--- src/sv/cdf_pkg.sv ---
// Shared types and constants of the chunked message deframer.
`default_nettype none

package cdf_pkg;

	// Register indexes on the configuration port (byte address is four times the index)
	typedef enum logic [1:0] {
		REG_MARKER   = 2'd0,
		REG_MAGIC    = 2'd1,
		REG_MAX_LEN  = 2'd2,
		REG_CAPACITY = 2'd3
	} reg_idx_t;

	typedef enum logic [2:0] {
		ST_OK         = 3'd0,
		ST_MISALIGNED = 3'd1,
		ST_BAD_HEADER = 3'd2,
		ST_TOO_LONG   = 3'd3,
		ST_TRUNCATED  = 3'd4,
		ST_BAD_CONT   = 3'd5
	} status_t;

	// Byte offsets of the header fields within the first chunk
	localparam int POS_MARKER   = 0;
	localparam int POS_MAGIC_LO = 1;
	localparam int POS_MAGIC_HI = 2;
	localparam int POS_TYPE_LO  = 3;
	localparam int POS_TYPE_HI  = 4;
	localparam int POS_LEN_LO   = 5;
	localparam int POS_LEN_HI   = 8;

	localparam int QUEUE_DEPTH = 4;
	localparam int QPTR_W      = $clog2(QUEUE_DEPTH);

	typedef struct packed {
		logic [7:0]  marker;
		logic [7:0]  magic;
		logic [31:0] max_len;
		logic [31:0] capacity;
	} cfg_t;

	// One queue entry: the work caused by one accepted byte
	typedef struct packed {
		logic        has_pay;
		logic [7:0]  pay_byte;
		logic        has_stat;
		logic [15:0] kind;
		logic [31:0] len;
		status_t     status;
	} cmd_t;

	typedef struct packed {
		logic        kind;
		logic [7:0]  pay_byte;
		logic [15:0] msg_kind;
		logic [31:0] len;
		status_t     status;
		logic        final_item;
	} res_t;

endpackage

`default_nettype wire

--- src/sv/cdf_regs.sv ---
// Configuration register file behind the APB-style port.
`default_nettype none

module cdf_regs (
	input  wire logic         clk,
	input  wire logic         arst_n,
	input  wire logic         psel,
	input  wire logic         penable,
	input  wire logic         pwrite,
	input  wire logic [3:0]   paddr,
	input  wire logic [31:0]  pwdata,
	output logic [31:0]       prdata,
	output logic              pready,
	output cdf_pkg::cfg_t     cfg
);

	cdf_pkg::cfg_t     cfg_q;
	cdf_pkg::reg_idx_t idx;
	logic              wr_en;

	assign idx    = cdf_pkg::reg_idx_t'(paddr[3:2]);
	assign wr_en  = psel & penable & pwrite;
	assign pready = 1'b1;
	assign cfg    = cfg_q;

	always_ff @(posedge clk or negedge arst_n) begin
		if (!arst_n) begin
			cfg_q.marker   <= 8'd63;
			cfg_q.magic    <= 8'd35;
			cfg_q.max_len  <= 32'd65535;
			cfg_q.capacity <= 32'd65535;
		end else if (wr_en) begin
			unique case (idx)
				cdf_pkg::REG_MARKER:   cfg_q.marker   <= pwdata[7:0];
				cdf_pkg::REG_MAGIC:    cfg_q.magic    <= pwdata[7:0];
				cdf_pkg::REG_MAX_LEN:  cfg_q.max_len  <= pwdata;
				cdf_pkg::REG_CAPACITY: cfg_q.capacity <= pwdata;
				default: ;
			endcase
		end
	end

	always_comb begin
		unique case (idx)
			cdf_pkg::REG_MARKER:   prdata = {24'd0, cfg_q.marker};
			cdf_pkg::REG_MAGIC:    prdata = {24'd0, cfg_q.magic};
			cdf_pkg::REG_MAX_LEN:  prdata = cfg_q.max_len;
			cdf_pkg::REG_CAPACITY: prdata = cfg_q.capacity;
			default:               prdata = 32'd0;
		endcase
	end

endmodule

`default_nettype wire

--- src/sv/cdf_front.sv ---
// Front end: accepts stream bytes, tracks chunk position and header, classifies each byte.
`default_nettype none

module cdf_front #(
	parameter int CHUNK_BYTES = 64
) (
	input  wire logic         clk,
	input  wire logic         arst_n,
	input  wire cdf_pkg::cfg_t cfg,
	input  wire logic         wire_valid,
	output logic              wire_ready,
	input  wire logic [7:0]   wire_byte,
	input  wire logic         end_of_input,
	input  wire logic         full,
	output logic              push,
	output cdf_pkg::cmd_t     push_cmd
);

	localparam int PW = $clog2(CHUNK_BYTES);

	localparam logic [PW-1:0] P_MARKER   = PW'(cdf_pkg::POS_MARKER);
	localparam logic [PW-1:0] P_MAGIC_LO = PW'(cdf_pkg::POS_MAGIC_LO);
	localparam logic [PW-1:0] P_MAGIC_HI = PW'(cdf_pkg::POS_MAGIC_HI);
	localparam logic [PW-1:0] P_TYPE_LO  = PW'(cdf_pkg::POS_TYPE_LO);
	localparam logic [PW-1:0] P_TYPE_HI  = PW'(cdf_pkg::POS_TYPE_HI);
	localparam logic [PW-1:0] P_LEN_LO   = PW'(cdf_pkg::POS_LEN_LO);
	localparam logic [PW-1:0] P_LEN_HI   = PW'(cdf_pkg::POS_LEN_HI);
	localparam logic [PW-1:0] P_LAST     = PW'(CHUNK_BYTES - 1);

	logic [PW-1:0] pos_q;
	logic          first_q;
	logic [15:0]   type_q, type_n;
	logic [31:0]   len_q, len_n;
	logic [31:0]   count_q, count_n;
	// sticky errors: bad header, too long, bad continuation
	logic          hdr_err_q, hdr_err_n;
	logic          long_err_q, long_err_n;
	logic          cont_err_q, cont_err_n;

	logic take, payload_pos, needed, emit_pay, chunk_end, short_n;
	cdf_pkg::status_t status;

	assign wire_ready = ~full;
	assign take       = wire_valid & ~full;
	assign needed     = count_q < len_q;
	assign chunk_end  = pos_q == P_LAST;

	always_comb begin
		type_n      = type_q;
		len_n       = len_q;
		hdr_err_n   = hdr_err_q;
		long_err_n  = long_err_q;
		cont_err_n  = cont_err_q;
		payload_pos = 1'b0;
		if (first_q) begin
			if (pos_q == P_MARKER) begin
				if (wire_byte != cfg.marker) hdr_err_n = 1'b1;
			end else if (pos_q == P_MAGIC_LO || pos_q == P_MAGIC_HI) begin
				if (wire_byte != cfg.magic) hdr_err_n = 1'b1;
			end else if (pos_q == P_TYPE_LO || pos_q == P_TYPE_HI) begin
				type_n = {type_q[7:0], wire_byte};
			end else if (pos_q >= P_LEN_LO && pos_q <= P_LEN_HI) begin
				len_n = {len_q[23:0], wire_byte};
				if (pos_q == P_LEN_HI && (len_n > cfg.max_len || len_n > cfg.capacity))
					long_err_n = 1'b1;
			end else begin
				payload_pos = 1'b1;
			end
		end else if (pos_q == P_MARKER) begin
			// padding chunks carry no marker check
			if (needed && wire_byte != cfg.marker) cont_err_n = 1'b1;
		end else begin
			payload_pos = 1'b1;
		end

		emit_pay = payload_pos & needed & ~hdr_err_q & ~long_err_q & ~cont_err_q;
		count_n  = count_q + {31'd0, payload_pos & needed};
		short_n  = count_n < len_n;

		if (!chunk_end)     status = cdf_pkg::ST_MISALIGNED;
		else if (hdr_err_n)  status = cdf_pkg::ST_BAD_HEADER;
		else if (long_err_n) status = cdf_pkg::ST_TOO_LONG;
		else if (short_n)    status = cdf_pkg::ST_TRUNCATED;
		else if (cont_err_n) status = cdf_pkg::ST_BAD_CONT;
		else                 status = cdf_pkg::ST_OK;
	end

	assign push              = take & (emit_pay | end_of_input);
	assign push_cmd.has_pay  = emit_pay;
	assign push_cmd.pay_byte = wire_byte;
	assign push_cmd.has_stat = end_of_input;
	assign push_cmd.kind     = type_n;
	assign push_cmd.len      = len_n;
	assign push_cmd.status   = status;

	always_ff @(posedge clk or negedge arst_n) begin
		if (!arst_n) begin
			pos_q      <= '0;
			first_q    <= 1'b1;
			type_q     <= '0;
			len_q      <= '0;
			count_q    <= '0;
			hdr_err_q  <= 1'b0;
			long_err_q <= 1'b0;
			cont_err_q <= 1'b0;
		end else if (take) begin
			if (end_of_input) begin
				// message done: back to the start of a new one
				pos_q      <= '0;
				first_q    <= 1'b1;
				type_q     <= '0;
				len_q      <= '0;
				count_q    <= '0;
				hdr_err_q  <= 1'b0;
				long_err_q <= 1'b0;
				cont_err_q <= 1'b0;
			end else begin
				pos_q      <= chunk_end ? '0 : pos_q + 1'b1;
				first_q    <= first_q & ~chunk_end;
				type_q     <= type_n;
				len_q      <= len_n;
				count_q    <= count_n;
				hdr_err_q  <= hdr_err_n;
				long_err_q <= long_err_n;
				cont_err_q <= cont_err_n;
			end
		end
	end

endmodule

`default_nettype wire

--- src/sv/cdf_queue.sv ---
// Short command queue between the front end and the output stage.
`default_nettype none

module cdf_queue (
	input  wire logic          clk,
	input  wire logic          arst_n,
	input  wire logic          push,
	input  wire cdf_pkg::cmd_t push_cmd,
	output logic               full,
	input  wire logic          pop,
	output logic               empty,
	output cdf_pkg::cmd_t      head
);

	localparam int DEPTH = cdf_pkg::QUEUE_DEPTH;
	localparam int AW    = cdf_pkg::QPTR_W;

	cdf_pkg::cmd_t      entry_q [DEPTH];
	logic [AW-1:0]      wr_ptr_q, rd_ptr_q;
	logic [AW:0]        count_q;

	assign full  = count_q == (AW+1)'(DEPTH);
	assign empty = count_q == '0;
	assign head  = entry_q[rd_ptr_q];

	always_ff @(posedge clk) begin
		if (push) entry_q[wr_ptr_q] <= push_cmd;
	end

	always_ff @(posedge clk or negedge arst_n) begin
		if (!arst_n) begin
			wr_ptr_q <= '0;
			rd_ptr_q <= '0;
			count_q  <= '0;
		end else begin
			if (push) wr_ptr_q <= wr_ptr_q + 1'b1;
			if (pop)  rd_ptr_q <= rd_ptr_q + 1'b1;
			case ({push, pop})
				2'b10:   count_q <= count_q + 1'b1;
				2'b01:   count_q <= count_q - 1'b1;
				default: count_q <= count_q;
			endcase
		end
	end

endmodule

`default_nettype wire

--- src/sv/cdf_back.sv ---
// Output stage: turns queued commands into result items and holds them for the receiver.
`default_nettype none

module cdf_back (
	input  wire logic          clk,
	input  wire logic          arst_n,
	input  wire logic          empty,
	input  wire cdf_pkg::cmd_t head,
	output logic               pop,
	output logic               result_valid,
	input  wire logic          result_ready,
	output cdf_pkg::res_t      result
);

	logic          valid_q;
	logic          pay_done_q;
	cdf_pkg::res_t res_q;

	logic          can_load, load, send_pay, pay_done_n;
	cdf_pkg::res_t res_n;

	assign can_load     = ~valid_q | result_ready;
	assign load         = can_load & ~empty;
	assign send_pay     = head.has_pay & ~pay_done_q;
	assign result_valid = valid_q;
	assign result       = res_q;

	always_comb begin
		res_n      = '0;
		pop        = 1'b0;
		pay_done_n = pay_done_q;
		if (send_pay) begin
			res_n.kind     = 1'b0;
			res_n.pay_byte = head.pay_byte;
			res_n.status   = cdf_pkg::ST_OK;
		end else begin
			res_n.kind       = 1'b1;
			res_n.msg_kind   = head.kind;
			res_n.len        = head.len;
			res_n.status     = head.status;
			res_n.final_item = 1'b1;
		end
		if (load) begin
			// keep the entry queued when it also carries a status item, which is loaded next
			if (send_pay && head.has_stat) begin
				pay_done_n = 1'b1;
			end else begin
				pop        = 1'b1;
				pay_done_n = 1'b0;
			end
		end
	end

	always_ff @(posedge clk or negedge arst_n) begin
		if (!arst_n) begin
			valid_q    <= 1'b0;
			pay_done_q <= 1'b0;
		end else begin
			pay_done_q <= pay_done_n;
			if (can_load) valid_q <= ~empty;
		end
	end

	always_ff @(posedge clk) begin
		if (load) res_q <= res_n;
	end

endmodule

`default_nettype wire

--- src/sv/chunked_message_deframer_top.sv ---
// Chunked message deframer: byte stream in, payload bytes and a status item out.
// Input channel: wire_valid/wire_ready carry one stream byte per item, with
// end_of_input set on the last byte of a message. Output channel:
// result_valid/result_ready carry payload items (result_kind 0) and the
// closing status item (result_kind 1, final_item 1) with type, length, status.
// The APB-style port holds marker, magic, length limit and capacity; write it
// only while no message is in flight.
// A result passes through the command queue and the output register before it
// is offered. Throughput: one byte per cycle while the queue is not full; a
// payload byte that also ends the message yields two items. A four-entry command
// queue sits between the byte classifier and the output register, so input
// keeps flowing while a result waits; when the receiver stalls long enough to
// fill the queue, wire_ready drops until room frees up.
// Reset: the message tracker returns to the start of a first chunk, the queue
// and output register empty, and the registers take their defaults.
`default_nettype none

module chunked_message_deframer_top #(
	parameter int CHUNK_BYTES = 64
) (
	input  wire logic        clk,
	input  wire logic        arst_n,
	input  wire logic        psel,
	input  wire logic        penable,
	input  wire logic        pwrite,
	input  wire logic [3:0]  paddr,
	input  wire logic [31:0] pwdata,
	output logic [31:0]      prdata,
	output logic             pready,
	input  wire logic        wire_valid,
	output logic             wire_ready,
	input  wire logic [7:0]  wire_byte,
	input  wire logic        end_of_input,
	output logic             result_valid,
	input  wire logic        result_ready,
	output logic             result_kind,
	output logic [7:0]       payload_byte,
	output logic [15:0]      message_kind,
	output logic [31:0]      payload_length,
	output logic [2:0]       status_code,
	output logic             final_item
);

	cdf_pkg::cfg_t cfg;
	cdf_pkg::cmd_t push_cmd, head;
	cdf_pkg::res_t result;
	logic          push, pop, full, empty;

	cdf_regs u_regs (
		.clk     (clk),
		.arst_n  (arst_n),
		.psel    (psel),
		.penable (penable),
		.pwrite  (pwrite),
		.paddr   (paddr),
		.pwdata  (pwdata),
		.prdata  (prdata),
		.pready  (pready),
		.cfg     (cfg)
	);

	cdf_front #(
		.CHUNK_BYTES (CHUNK_BYTES)
	) u_front (
		.clk          (clk),
		.arst_n       (arst_n),
		.cfg          (cfg),
		.wire_valid   (wire_valid),
		.wire_ready   (wire_ready),
		.wire_byte    (wire_byte),
		.end_of_input (end_of_input),
		.full         (full),
		.push         (push),
		.push_cmd     (push_cmd)
	);

	cdf_queue u_queue (
		.clk      (clk),
		.arst_n   (arst_n),
		.push     (push),
		.push_cmd (push_cmd),
		.full     (full),
		.pop      (pop),
		.empty    (empty),
		.head     (head)
	);

	cdf_back u_back (
		.clk          (clk),
		.arst_n       (arst_n),
		.empty        (empty),
		.head         (head),
		.pop          (pop),
		.result_valid (result_valid),
		.result_ready (result_ready),
		.result       (result)
	);

	assign result_kind    = result.kind;
	assign payload_byte   = result.pay_byte;
	assign message_kind   = result.msg_kind;
	assign payload_length = result.len;
	assign status_code    = result.status;
	assign final_item     = result.final_item;

endmodule

`default_nettype wire
--- config.mk ---
export PLATFORM = sky130hd
export DESIGN_NAME = chunked_message_deframer_top
export DESIGN_NICKNAME = d
export VERILOG_FILES = /design/src/sv/cdf_pkg.sv /design/src/sv/cdf_regs.sv /design/src/sv/cdf_front.sv /design/src/sv/cdf_queue.sv /design/src/sv/cdf_back.sv /design/src/sv/chunked_message_deframer_top.sv
export SDC_FILE = /design/constraint.sdc
export NUM_CORES = 1
export LEC_CHECK = 0
export BUFFER_PORTS_ARGS = -buffer_cell sky130_fd_sc_hd__buf_2
export CORE_MARGIN = 2
export CORE_UTILIZATION = 63
export CTS_BUF_LIST = sky130_fd_sc_hd__clkbuf_4 sky130_fd_sc_hd__clkbuf_8
export CTS_CLUSTER_DIAMETER = 80
export DETAILED_ROUTE_END_ITERATION = 10
export PLACE_DENSITY = 0.82
export SYNTH_ARGS = -nofsm -noshare
export SYNTH_HDL_FRONTEND = slang
export SYNTH_SLANG_ARGS = --single-unit
--- constraint.sdc ---
create_clock -name clk -period 7.3 [get_ports clk]
set_input_delay 1.825 -clock clk [delete_from_list [all_inputs] [get_ports clk]]
set_output_delay 1.825 -clock clk [all_outputs]
set_load 0.02 [all_outputs]
# Word level (Yosys, flattened, before mapping)
# Memories as Yosys holds them, arrays and structs flattened.
# Index checks and enable logic that the tools add are counted.
[op_classes]
div_mod_pow = 0
n_addsub = 6
shifts = 0
muxes = 51
multipliers = 0
n_lt_le_gt_ge = 6
eq_ne = 14
reduce_logical = 15
bitwise_logic = 21
[op_table]
columns = ["operator", "n"]
rows = [
  ["32-bit two-way mux", 7],
  ["32-bit case mux with 4 select lines", 1],
  ["16-bit two-way mux", 5],
  ["32-bit > comparator", 2],
  ["32-bit < comparator", 2],
  ["32-bit by 1-bit adder with 32-bit output", 1],
  ["1-bit two-way mux", 30],
  ["8-bit inequality test", 2],
  ["3-bit two-way mux", 5],
  ["6-bit by 2-bit == test with 1-bit output, second input constant", 2],
  ["6-bit two-way mux", 2],
  ["1-bit AND", 11],
  ["1-bit inverter", 8],
  ["2-bit AND reduction", 4],
  ["6-bit by 1-bit adder with 6-bit output, second input constant", 1],
  ["2-bit == test, second input constant", 3],
  ["6-bit by 1-bit == test with 1-bit output, second input constant", 1],
  ["6-bit by 3-bit == test with 1-bit output, second input constant", 1],
  ["6-bit by 4-bit == test with 1-bit output, second input constant", 1],
  ["6-bit == test, second input constant", 1],
  ["6-bit by 3-bit >= comparator with 1-bit output, second input constant", 1],
  ["6-bit by 4-bit less-or-equal comparator with 1-bit output, second input constant", 1],
  ["6-bit zero test", 1],
  ["3-bit case mux with 2 select lines", 1],
  ["other kinds (11)", 19],
]
[word_totals]
mem_bits_rw = 244
elab_cells = 136
latchBits = 0
register_bits = 239
n_memories = 1
mem_bits_ro = 0
in_bits = 52
[memory_table]
columns = ["memory", "words", "word_bits", "rd", "rd_ports_with_merged_regs", "write_ports", "line_no", "rtl"]
rows = [
  ["u_queue.entry_q", 4, 61, 1, 0, 1, "cdf_queue.sv:18", "cdf_pkg::cmd_t entry_q [DEPTH];"],
]

# Longest topological paths before layout
# Gate-level depths: netlist of run 1.
[logic_depth]
depth_word = 15
mapped_depth = 24

# Hierarchy
# Synthesis of run 1 repeated with hierarchy kept, for this count alone.
[hier_totals]
cells_unflattened = 1714
hier_area_um2 = 23605.1
[modules_own_cells]
columns = ["module", "seq_area_each_um2", "n_inst", "area_each_um2", "cells_each"]
rows = [
  ["cdf_queue", 7502.2, 1, 9273.9, 355],
  ["cdf_front", 2253.4, 1, 8175.3, 985],
  ["cdf_regs", 2053.2, 1, 3809.9, 238],
  ["cdf_back", 1851.8, 1, 2346.0, 136],
]

# Least setup slack after synthesis of run 1
# OpenSTA, ideal clock, no wires.
[synth_path]
path_kind = "input -> register"
startpoint = "in result_ready"
endpoint = "reg u_queue.count_q[2]"
stages = 9
setup_time_ns = 0.079
path_slack_ns = 0.846
arrival_ns = 6.375
required_time_ns = 7.221
n_path_buf = 0
path_cell_list = "inv_1 > a21oi_1 > a21boi_0 > ha_1 > inv_1 > fa_1 > xor2_1 > nor2_1 > xor2_1"
[synth_between]
elab_chain_len = 5
word_cells_on_any_way = 7
classes_between = "eq/ne: 2; mux: 2; bitwise: 2; reduce/logical: 1"
[synth_rtl]
columns = ["item", "line_no", "rtl"]
rows = [
  ["from (decl)", "chunked_message_deframer_top.sv:35", "input wire logic result_ready,"],
  ["1-bit OR (*)", "cdf_back.sv:22", "assign can_load = ~valid_q | result_ready;"],
  ["1-bit AND (*)", "cdf_back.sv:23", "assign load = can_load & ~empty;"],
  ["via u_back.load", "cdf_back.sv:19", "logic can_load, load, send_pay, pay_done_n;"],
  ["1-bit two-way mux (*)", "cdf_back.sv:43", "if (load) begin"],
  ["via pop", "chunked_message_deframer_top.sv:47", "logic push, pop, full, empty;"],
  ["2-bit by 1-bit == test with 1-bit output / 2-bit == test (equally long branches)", "cdf_queue.sv:38", "case ({push, pop})"],
  ["3-bit case mux with 2 select lines / 2-bit nonzero test (equally long branches)", "n/a", ""],
  ["to (signal assigned)", "cdf_queue.sv:39", "2'b10: count_q <= count_q + 1'b1;"],
  ["to (signal assigned)", "cdf_queue.sv:40", "2'b01: count_q <= count_q - 1'b1;"],
  ["to (signal assigned)", "cdf_queue.sv:41", "default: count_q <= count_q;"],
  ["to (decl)", "cdf_queue.sv:20", "logic [AW:0] count_q;"],
]
# Mark *: on every way through the listed nets, which the timed path passes. The rest lies on a longest branch.
# A chain may end at the register's enable or synchronous reset.

==> insert_results.sql, run 1 <==
INSERT INTO impl_metrics (metric_group, metric, value, unit) VALUES
('outcome', 'status', 'completed', ''),
('logic_synthesis', 'muxShareOfSynthArea', '12.7', '%'),
('clocking', 'cts_max_path_buffers', '3', ''),
('clocking', 'cts_tree', 'yes', ''),
('timing', 'finalClockSkew', '0.0264', 'ns'),
('setup_path', 'end_kind', 'flop', ''),
('grt', 'gr-total-overflow', '0', ''),
('placed_design', 'finalWeightedCongestion', '0.862', ''),
('logic_synthesis', 'synth_sequential_area_ratio', '58.6', '%'),
('logic_synthesis', 'synthesis.nets', '1927', ''),
('die', 'fp.dieArea', '38600', 'sq um'),
('placed_design', 'placed_area', '24500', 'sq um'),
('grt', 'grt_usage', '26.6', '%'),
('timing', 'whs', '0.511', 'ns'),
('cells_and_area', 'layout_cells_sized_above_1', '25.7', '%'),
('timing', 'number_of_pins_with_negative_max_slew_slack_in_the_final_report', '0', ''),
('clocking', 'cts.repair_timing.setup_buffer_count', '0', ''),
('timing', 'share_of_the_cycle_needed_by_the_critical_path_after_routing', '85.2', '%'),
('cells_and_area', 'number_of_standard_cells_in_the_final_layout_excluding_fillers', '2430', ''),
('routing', 'drt-vias-per-instance', '6.02', ''),
('cells_and_area', 'post-route-util', '71.7', '%'),
('setup_path', 'start_kind', 'flop', ''),
('timing', 'max_slew.worst_pin.slew', '1.21', 'ns'),
('setup_path', 'timing.critical_path.fanout_max', '8', ''),
('clocking', 'cts-root-buf', 'clkbuf_8', ''),
('logic_synthesis', 'synth_simple_gate_area_share', '8.75', '%'),
('timing', 'hold_violations', '0', ''),
('clocking', 'cts_max_level', '3', ''),
('grt', 'grt_util_met1', '38.3', '%'),
('flow_run', 'maxCapViolCount', '0', ''),
('logic_synthesis', 'synth_cells', '1736', ''),
('logic_synthesis', 'main_synth_ff_type', 'edfxtp_1', ''),
('die', 'overall_die_height', '196', 'um'),
('cells_and_area', 'nets', '2087', ''),
('cells_and_area', 'area_growth_syn_to_fin', '12.3', '%'),
('cells_and_area', 'seq_area', '13700', 'sq um'),
('logic_synthesis', 'synth_compound_gate_area_share', '6.75', '%'),
('logic_synthesis', 'synth-warning-count', '0', ''),
('power', 'finalPower', '9.53', 'mW'),
('timing', 'setup_repair_after_global_routing_missed_its_margin', 'false', ''),
('logic_synthesis', 'synth_fa_ha_area_share', '7.49', '%'),
('setup_path', 'worst-endpoint-arrival', '6.56', 'ns'),
('cells_and_area', 'layout.cells.most_common', 'edfxtp_1', ''),
('timing', 'maxClockFrequency', '161', 'MHz'),
('grt', 'number_of_global_route_vias_before_repair', '14800', ''),
('clocking', 'post_cts_resize_count', '0', ''),
('setup_path', 'critPathRequiredTime', '7.64', 'ns'),
('logic_synthesis', 'ys_types', '69', ''),
('grt', 'global_route_wire_length_before_repair', '79400', 'um'),
('power', 'powerDensity', '364', 'nW/um^2'),
('logic_synthesis', 'synth_top_family_by_area', 'multiplexers', ''),
('grt', 'grt_use_met3', '4.40', '%'),
('logic_synthesis', 'synth_seq_cells', '483', ''),
('routing', 'drcViolationCount', '0', ''),
('grt', 'grt_antenna_before_repair', '0', ''),
('cells_and_area', 'most_frequent_cells_in_the_layout', 'edfxtp_1, inv_1, buf_2', ''),
('placed_design', 'place_worst_setup_slack', '1.16', 'ns'),
('timing', 'final.setup.worst_slack', '1.08', 'ns'),
('die', 'initial_core_util', '63.9', '%'),
('grt', 'gr-max-usage-layer', 'met2', ''),
('hold_path', 'hp-class', 'reg -> reg', ''),
('logic_synthesis', 'synth-async-reset-ratio', '37.1', '%'),
('clocking', 'clk_pin_slew', '0.06', 'ns'),
('hold_path', 'hold_path_depth', '1', ''),
('timing', 'period_needed', '6.22', 'ns'),
('routing', 'antenna_violating_nets_post_route', '0', ''),
('die', 'die_width', '196', 'um'),
('die', 'design.portCount', '148', ''),
('clocking', 'clkLatencyLatePin', '0.64', 'ns'),
('timing', 'setup_total_negative_slack', '0', 'ns'),
('logic_synthesis', 'synth-xor-area-share', '1.95', '%');
## report_power, final
group / switching, mW / total (mW) / internal, mW
Clock: 1.07 / 2.49 / 1.42
Sequential: 0.328 / 4.04 / 3.72
Combinational: 1.77 / 3.00 / 1.23
Total: 3.17 / 9.53 / 6.36
## final cells by class
type	count	share of cell area, %
Clock buffer	127	5.91
Tap cell	468	2.24
Multi-Input combinational cell	1025	33.7
Clock inverter	17	0.597
Inverter	149	2.14
Sequential cell	483	52.2
Antenna cell	1	0.00955
Timing Repair Buffer	160	3.23
## flip-flops by register name (all words and copies together) (netlist names), 2 cells and up
register          flops
u_regs.cfg           80
u_front.len_q        32
u_front.pos_q         6
u_queue.wr_ptr_q      2
u_queue.rd_ptr_q      2
u_queue.entry_q     244
u_back.result        60
u_front.count_q      32
u_front.type_q       16
u_queue.count_q       3
## cell usage after synthesis, drive strengths merged, types with 3 or more instances
master	instances	share of area [%]
a21o	7	0.23
nand3	28	0.68
nor4	9	0.36
nor3b	5	0.16
o22ai	37	0.99
a221oi	4	0.15
xnor2	33	1.2
xor2	19	0.71
a22o	28	1.1
or3	5	0.13
mux4	69	6.7
nor2b	76	2.0
or2	4	0.11
nand4	32	0.98
mux2i	67	2.9
o21ai	81	1.7
mux2	65	3.2
a21boi	3	0.097
clkbuf	56	0.91
nand2	104	1.7
o211ai	4	0.13
nor2	51	0.85
buf	23	0.50
a21oi	66	1.4
a211oi	7	0.25
ha	138	7.4
nand2b	8	0.21
and2	16	0.43
a22oi	3	0.097
dfstp	42	4.7
inv	149	2.4
nor3	19	0.45
nand3b	3	0.097
and3	8	0.22
and4	5	0.19
edfxtp	304	39
dfrtp	137	15
## metal layers
| layer | wire (um) | up-vias |
|---|---|---|
| li1 | - | 6724 |
| met3 | 3540 | 74 |
| met4 | 1100 | 0 |
| met2 | 23700 | 525 |
| met5 | 0 | - |
| met1 | 22000 | 7298 |
## critical path, cell delays in order, from the launching register on
cell and delay, ns:
dfrtp_1 0.45, inv_1 0.10, ha_1 0.30, a21oi_1 0.14
nor2_1 0.07, a2111oi_0 0.57, a311oi_2 0.15, nor3b_1 0.25
ha_1 0.23, ha_1 0.21, inv_1 0.08, or3_1 0.49
nor2_4 0.23, nand4_4 0.20, nor2_1 0.25, xor2_1 0.18
ha_1 0.26, a21o_1 0.18, a221o_1 0.34, a221oi_1 0.37
o211ai_1 0.23, a211oi_1 0.32, nand3b_1 0.16, nand3_1 0.15
## final timing paths
check | slack, ns | startpoint | endpoint
min reg2reg | 0.51 | u_queue.count_q[2] | u_queue.count_q[2]
max | 1.08 | u_front.len_q[13] | u_queue.entry_q[0][0]
max in group asynchronous | 4.57 | arst_n | u_queue.rd_ptr_q[0]
max reg2reg | 1.08 | u_front.len_q[13] | u_queue.entry_q[0][0]
min in group asynchronous | 1.21 | arst_n | u_front.count_q[28]
min | 0.51 | u_queue.count_q[2] | u_queue.count_q[2]
## cell families after synthesis
| family | Yosys count |
|---|---|
| flip-flops | 483 |
| AND/OR/NAND/NOR | 377 |
| AO/OA/AOI/OAI | 255 |
| buffers and inverters | 228 |
| multiplexers | 201 |
| adder cells (fa/ha/maj) | 139 |
| XOR/XNOR | 52 |
| other | 1 |
Power figures use the tool's default switching activity.
==> run 2: changes to the inputs <==
CORE_UTILIZATION = 57   (was 63)
PLACE_DENSITY = 0.79   (was 0.82)
clock period = 5 ns   (was 7.3 ns; I/O delays follow)
==> run 2 against run 1 <==
The run now ends with setup timing left. Via count grew 5.2%. Register-to-register slack worse by 1.4 ns. Clock-buffer cell count down 9. Sequential share of layout area is 2.3 points lower. Power is 48% higher. Global-route usage decreased by 0.41 points. Sequential power increased by 46%. Combinational power is 57% higher. Clock power grew 39%. Largest cell class unchanged. Largest power group unchanged.
==> insert_results.sql, run 2 (same netlist as run 1, synthesis figures left out) <==
INSERT INTO impl_metrics (metric_group, metric, value, unit) VALUES
('outcome', 'status', 'complete, but fails checks', ''),
('outcome', 'violated_checks', 'setup timing', ''),
('setup_path', 'cp_slowest_cell', 'dfrtp_1', ''),
('grt', 'gr-total-overflow', '0', ''),
('hold_path', 'hold_start', 'u_queue.count_q[2]', ''),
('timing', 'setup_viol', '8', ''),
('placed_design', 'finalWeightedCongestion', '0.887', ''),
('routing', 'drt_pass1_iterations', '6', ''),
('power', 'finalPower', '14.1', 'mW'),
('routing', 'routedWlPerCell', '20.6', 'um'),
('routing', 'via_count', '15400', ''),
('cells_and_area', 'num_antenna_cells', '0', ''),
('grt', 'number_of_global_route_vias_before_repair', '15500', ''),
('setup_path', 'critPathRequiredTime', '5.34', 'ns'),
('placed_design', 'placement.io_buffers', '144', ''),
('clocking', 'clk_pin_slew', '0.06', 'ns'),
('timing', 'maxClockFrequency', '188', 'MHz'),
('die', 'die_width', '206', 'um'),
('grt', 'global_route_wire_length_before_repair', '85000', 'um'),
('die', 'rows', '74', ''),
('clocking', 'clkLatencyLatePin', '0.64', 'ns'),
('hold_path', 'worstHoldEndpoint', 'u_queue.count_q[2]', ''),
('clocking', 'cts-root-buf', 'clkbuf_8', ''),
('timing', 'final.setup.worst_slack', '-0.324', 'ns'),
('cells_and_area', 'post-route-util', '67.4', '%'),
('routing', 'antenna_violating_nets_post_route', '0', ''),
('setup_path', 'end_kind', 'flop', ''),
('cells_and_area', 'layout_cells_sized_above_1', '31.8', '%'),
('cells_and_area', 'largest_register_ffs', '244', ''),
('setup_path', 'start_kind', 'flop', ''),
('timing', 'finalClockSkew', '0.0298', 'ns'),
('hold_path', 'hold_path_depth', '1', ''),
('setup_path', 'crit_chain', 'inv_2 -> ha_4 -> a21o_1 -> a221o_1 -> a22oi_2 -> o211ai_1 -> nor3b_2 -> ha_2 -> ha_4 -> inv_2 -> or3_4 -> nor2_4 -> nand4_4 -> nor2_4 -> xor2_1 -> ha_1 -> a21o_1 -> a221o_1 -> a221oi_2 -> o211ai_1 -> a211oi_2 -> nand3b_1 -> nand3_2', ''),
('power', 'power.ir.vdd_worst', '0.000311', 'V'),
('timing', 'max_slew.worst_pin.slew', '0.986', 'ns'),
('clocking', 'cts.sink_count', '483', ''),
('cells_and_area', 'nets', '2226', ''),
('hold_path', 'hp-class', 'reg -> reg', ''),
('grt', 'grt_usage', '26.2', '%'),
('cells_and_area', 'register_bank_with_the_most_flops', 'u_queue.entry_q', ''),
('setup_path', 'reg2reg_setup_slack', '-0.32', 'ns'),
('setup_path', 'worst_path_largest_cell_delay', '0.40', 'ns'),
('die', 'design.portCount', '148', ''),
('routing', 'drcViolationCount', '0', ''),
('cells_and_area', 'area_growth_syn_to_fin', '17.4', '%'),
('clocking', 'cts_tree', 'yes', ''),
('timing', 'setup_repair_after_global_routing_missed_its_margin', 'true', ''),
('setup_path', 'timing.setup.critical_path_class', 'reg -> reg', ''),
('die', 'coreArea', '40600', 'sq um'),
('power', 'leakagePower', '11.6', 'nW'),
('flow_run', 'maxCapViolCount', '0', ''),
('die', 'initial_core_util', '57.4', '%'),
('grt', 'grt_antenna_before_repair', '0', ''),
('routing', 'totalWireLength', '54100', 'um'),
('clocking', 'tritoncts.num_buffers', '76', ''),
('timing', 'period_needed', '5.32', 'ns'),
('timing', 'slew_headroom', '34.1', '%'),
('routing', 'drt-initial-drc-count', '1159', ''),
('setup_path', 'worst-endpoint-arrival', '5.67', 'ns'),
('setup_path', 'timing.critical_path.fanout_max', '4', ''),
('timing', 'hold_violations', '0', ''),
('die', 'overall_die_height', '206', 'um'),
('placed_design', 'dpl.hpwl', '36800', 'um'),
('setup_path', 'rr_worst_depth', '23', ''),
('setup_path', 'reg2reg_from', 'u_front.len_q[17]', ''),
('grt', 'maximum_number_of_pins_on_one_net_before_global_route_repair', '79', ''),
('die', 'fp.dieArea', '42600', 'sq um'),
('power', 'powerDensity', '513', 'nW/um^2'),
('clocking', 'cts_max_level', '3', ''),
('timing', 'whs', '0.506', 'ns'),
('setup_path', 'timing.rr.end', 'u_queue.entry_q[1][0]', ''),
('setup_path', 'worstPathBufferInverterCount', '2', ''),
('timing', 'number_of_pins_with_negative_max_slew_slack_in_the_final_report', '0', ''),
('setup_path', 'critical-path-top-delay-family', 'compound AO/OA/AOI/OAI gates', ''),
('cells_and_area', 'layout.cells.most_common', 'edfxtp_1', ''),
('cells_and_area', 'most_frequent_cells_in_the_layout', 'edfxtp_1, buf_4, inv_1', ''),
('clocking', 'cts_max_path_buffers', '3', ''),
('timing', 'share_of_the_cycle_needed_by_the_critical_path_after_routing', '106', '%'),
('routing', 'drt-vias-per-instance', '5.85', '');
-- run 2: changes by cell type in the layout (fill, tap and decap cells not counted), moves of 4 or more --
cell,change
buf_4,+137
clkinv_2,+5
clkbuf_8,-5
ha_1,-4
clkbuf_4,-4
-- run 2: repair_timing --
action / in CTS / in global routing
resized for setup: 15 / 12
pin swaps: 17 / 23
endpoints found under the setup margin: 8 / 8
buffers inserted: 5 / 3
hold buffers: 0 / 0
-- run 2: worst max-delay path by stage --
| stage | depth (start not counted) | startpoint | to |
|---|---|---|---|
| after floorplan | 24 | u_front.len_q[17] | u_queue.entry_q[0][0] |
| after global placement | 22 | u_front.count_q[17] | u_queue.entry_q[0][0] |
| after detailed placement | 22 | u_front.count_q[17] | u_queue.entry_q[0][0] |
| after CTS | 22 | u_front.count_q[17] | u_queue.entry_q[0][0] |
| after global routing | 23 | u_front.len_q[17] | u_queue.entry_q[3][0] |
| final | 23 | u_front.len_q[17] | u_queue.entry_q[1][0] |
-- run 2: per-stage QoR --
step	instance area [sq um]	setup TNS [ns]	instances	worst slack, ns
floorplan	23400	0	1736	0.0191
global placement	25600	-3.14	2481	-0.429
detailed placement	25600	-5.06	2481	-0.667
CTS	27300	-2.03	2627	-0.278
global route	27400	-3.51	2630	-0.501
finish	27400	-2.11	2630	-0.324
-- run 2: power by group --
group / leakage (nW) / switching, mW / internal (mW)
clock: 0.851 / 1.54 / 1.91
sequential: 5.10 / 0.462 / 5.42
combinational: 5.60 / 2.72 / 1.99
-- run 2: area by class of cell --
cell class	count	area, sq um
Clock buffer	118	1450
Sequential cell	483	13700
Fill cell	2807	13300
Tap cell	532	666
Inverter	149	559
Multi-Input combinational cell	1025	8960
Timing Repair Buffer	300	1930
Clock inverter	23	168
-- run 2: routing by layer --
layer  global-route usage, %  up-vias  share of wire (%)
met3                    4.67       96                6.8
met5                       0        -                  0
met2                    41.8      557                 47
li1                        -     7017                  -
met1                    36.7     7718                 43
met4                    8.98        0                2.4
==> run 3: changes to the inputs <==
CORE_ASPECT_RATIO = 0.7   (was default)
==> run 3 against run 2 <==
The run still ends with setup timing left. Power up 1.8%. Clock power up 1%. Critical path type unchanged. Largest cell class unchanged. Sequential share of layout area shrank 0.40 points.
==> insert_results.sql, run 3 (same netlist as run 1, synthesis figures left out) <==
INSERT INTO impl_metrics (metric_group, metric, value, unit) VALUES
('outcome', 'status', 'complete, but fails checks', ''),
('outcome', 'violated_checks', 'setup timing', ''),
('timing', 'slew_headroom', '28.9', '%'),
('setup_path', 'crit_chain', 'buf_4 -> ha_1 -> or3_1 -> a21oi_1 -> o32ai_1 -> nand2_1 -> nor3b_2 -> ha_2 -> buf_4 -> nand2_1 -> nor4_4 -> nand4_4 -> nor3_2 -> xor2_1 -> ha_1 -> and3_4 -> a221o_1 -> a221oi_2 -> o211ai_1 -> a211oi_2 -> nand3b_1 -> nand3_2', ''),
('setup_path', 'critical_path.startpoint', 'u_front.pos_q[1]', ''),
('routing', 'routedWlPerCell', '21.6', 'um'),
('power', 'finalPower', '14.3', 'mW'),
('grt', 'gr-total-overflow', '0', ''),
('power', 'powerDensity', '518', 'nW/um^2'),
('setup_path', 'rr_worst_depth', '22', ''),
('placed_design', 'dpl.hpwl', '39100', 'um'),
('clocking', 'clk_pin_slew', '0.07', 'ns'),
('timing', 'whs', '0.502', 'ns'),
('timing', 'setup_repair_after_global_routing_missed_its_margin', 'true', ''),
('clocking', 'cts-root-buf', 'clkbuf_8', ''),
('power', 'clkPwrFrac', '24.4', '%'),
('timing', 'final.setup.worst_slack', '-0.261', 'ns'),
('cells_and_area', 'design_area', '27600', 'sq um'),
('routing', 'drt-initial-drc-count', '1591', ''),
('setup_path', 'worstPathBufferInverterCount', '2', ''),
('die', 'rows', '61', ''),
('routing', 'totalWireLength', '57200', 'um'),
('placed_design', 'finalWeightedCongestion', '0.902', ''),
('setup_path', 'timing.critical_path.fanout_max', '4', ''),
('clocking', 'tritoncts.num_buffers', '74', ''),
('die', 'coreArea', '40100', 'sq um'),
('die', 'die_width', '246', 'um'),
('cells_and_area', 'num_antenna_cells', '0', ''),
('hold_path', 'hold_start', 'u_front.type_q[11]', ''),
('routing', 'via_count', '15700', ''),
('power', 'switching_share', '34.1', '%'),
('grt', 'maximum_number_of_pins_on_one_net_before_global_route_repair', '104', ''),
('placed_design', 'placement.io_buffers', '144', ''),
('grt', 'grt_usage', '27.4', '%'),
('timing', 'setup_viol', '8', ''),
('cells_and_area', 'multiInputGateArea', '9060', 'sq um'),
('timing', 'hold_violations', '0', ''),
('routing', 'drt-vias-per-instance', '5.92', ''),
('grt', 'grt_antenna_before_repair', '0', ''),
('setup_path', 'worst-endpoint-arrival', '5.62', 'ns'),
('die', 'initial_core_util', '58.2', '%'),
('setup_path', 'start_kind', 'flop', ''),
('routing', 'drt_pass1_iterations', '6', ''),
('power', 'switching_power_of_the_nets', '4.89', 'mW'),
('clocking', 'cts.sink_count', '483', ''),
('setup_path', 'timing.rr.end', 'u_queue.entry_q[1][0]', ''),
('placed_design', 'placed_area', '25700', 'sq um'),
('cells_and_area', 'layout.cells.most_common', 'edfxtp_1', ''),
('clocking', 'clkLatencyLatePin', '0.65', 'ns'),
('hold_path', 'hold_path_depth', '1', ''),
('hold_path', 'worstHoldEndpoint', 'u_front.type_q[11]', ''),
('placed_design', 'place_worst_setup_slack', '-0.529', 'ns'),
('setup_path', 'reg2reg_from', 'u_front.pos_q[1]', ''),
('die', 'design.portCount', '148', ''),
('setup_path', 'worst_path_largest_cell_delay', '0.42', 'ns'),
('grt', 'number_of_global_route_vias_before_repair', '16000', ''),
('clocking', 'cts_tree', 'yes', ''),
('setup_path', 'timing.setup.critical_path_class', 'reg -> reg', ''),
('cells_and_area', 'post-route-util', '68.9', '%'),
('die', 'overall_die_height', '173', 'um'),
('power', 'power_report.internal_total', '9.43', 'mW'),
('setup_path', 'critical-path-top-delay-family', 'simple AND/OR/NAND/NOR gates', ''),
('timing', 'maxClockFrequency', '190', 'MHz'),
('cells_and_area', 'fillCellCount', '2644', ''),
('cells_and_area', 'area_growth_syn_to_fin', '18.4', '%'),
('cells_and_area', 'layout_cells_sized_above_1', '32.2', '%'),
('cells_and_area', 'most_frequent_cells_in_the_layout', 'edfxtp_1, buf_4, inv_1', ''),
('cells_and_area', 'nets', '2243', ''),
('power', 'combinational_cell_fraction_of_total_power', '34.9', '%'),
('power', 'power.ir.vdd_worst', '0.000347', 'V'),
('power', 'power.share.sequential', '40.8', '%'),
('routing', 'antenna_violating_nets_post_route', '0', ''),
('hold_path', 'hp-class', 'reg -> reg', ''),
('placed_design', 'cells_after_dpl', '2493', ''),
('cells_and_area', 'seq_area', '13700', 'sq um'),
('setup_path', 'critPathRequiredTime', '5.36', 'ns'),
('grt', 'global_route_wire_length_before_repair', '89300', 'um'),
('timing', 'max_slew.worst_pin.slew', '1.06', 'ns'),
('timing', 'share_of_the_cycle_needed_by_the_critical_path_after_routing', '105', '%'),
('cells_and_area', 'number_of_standard_cells_in_the_final_layout_excluding_fillers', '2645', ''),
('clocking', 'cts_max_level', '3', ''),
('flow_run', 'maxCapViolCount', '0', ''),
('clocking', 'cts_max_path_buffers', '3', ''),
('timing', 'period_needed', '5.26', 'ns'),
('setup_path', 'end_kind', 'flop', ''),
('power', 'leakagePower', '11.7', 'nW'),
('setup_path', 'cp_slowest_cell', 'dfrtp_1', ''),
('routing', 'drcViolationCount', '0', ''),
('setup_path', 'reg2reg_setup_slack', '-0.26', 'ns'),
('die', 'fp.dieArea', '42600', 'sq um'),
('cells_and_area', 'largest_register_ffs', '244', ''),
('timing', 'number_of_pins_with_negative_max_slew_slack_in_the_final_report', '0', ''),
('timing', 'setup_total_negative_slack', '-1.78', 'ns'),
('cells_and_area', 'register_bank_with_the_most_flops', 'u_queue.entry_q', ''),
('timing', 'finalClockSkew', '0.0347', 'ns');
==> run 3: cell types whose count changed in the layout (fill, tap and decap cells not counted), sizes merged <==
cell / change
clkbuf: -22
inv: +4
bufinv: +5
clkinv: +9
clkinvlp: -3
buf: +19
==> run 3: worst max-delay path by stage <==
stage | to | slack, ns | depth (start not counted)
6_report | u_queue.entry_q[1][0] | -0.26 | 22
3_3_place_gp | u_queue.entry_q[0][0] | -0.44 | 24
4_1_cts | u_queue.entry_q[3][0] | -0.16 | 23
5_1_grt | u_queue.entry_q[1][0] | -0.47 | 22
3_5_place_dp | u_queue.entry_q[3][0] | -0.53 | 24
2_1_floorplan | u_queue.entry_q[0][0] | 0.02 | 24
==> run 3: layout make-up <==
| type | instances | area share (%) |
|---|---|---|
| clock inverters | 38 | 1.29 |
| clock buffers | 96 | 4.40 |
| inverters | 149 | 2.02 |
| repair buffers | 319 | 7.60 |
| multi-input cells | 1025 | 32.8 |
| flip-flops and latches | 483 | 49.5 |
| well taps | 535 | 2.42 |
==> run 3: what timing repair did <==
action | CTS | global route
gates resized for setup | 20 | 24
pin swaps | 24 | 37
endpoints found under the setup margin | 8 | 8
buffers inserted | 10 | 8
hold buffers | 0 | 0
==> run 3: per-layer routing <==
| metal | part of all wire [%] | up-vias | track usage [%] |
|---|---|---|---|
| met3 | 8.5 | 122 | 6.61 |
| met5 | 0 | - | 0 |
| met1 | 44 | 7854 | 40.1 |
| li1 | - | 7036 | - |
| met4 | 2.7 | 0 | 8.96 |
| met2 | 45 | 658 | 40.7 |
==> run 3: power groups by stage <==
stage	logic, mW	clock network [mW]	registers, mW
global placement	4.68	0	5.85
global route	5.40	3.71	5.93
finish	4.99	3.49	5.84
floorplan	2.92	0	6.11
detailed placement	4.84	0	5.91
CTS	4.94	3.54	5.84
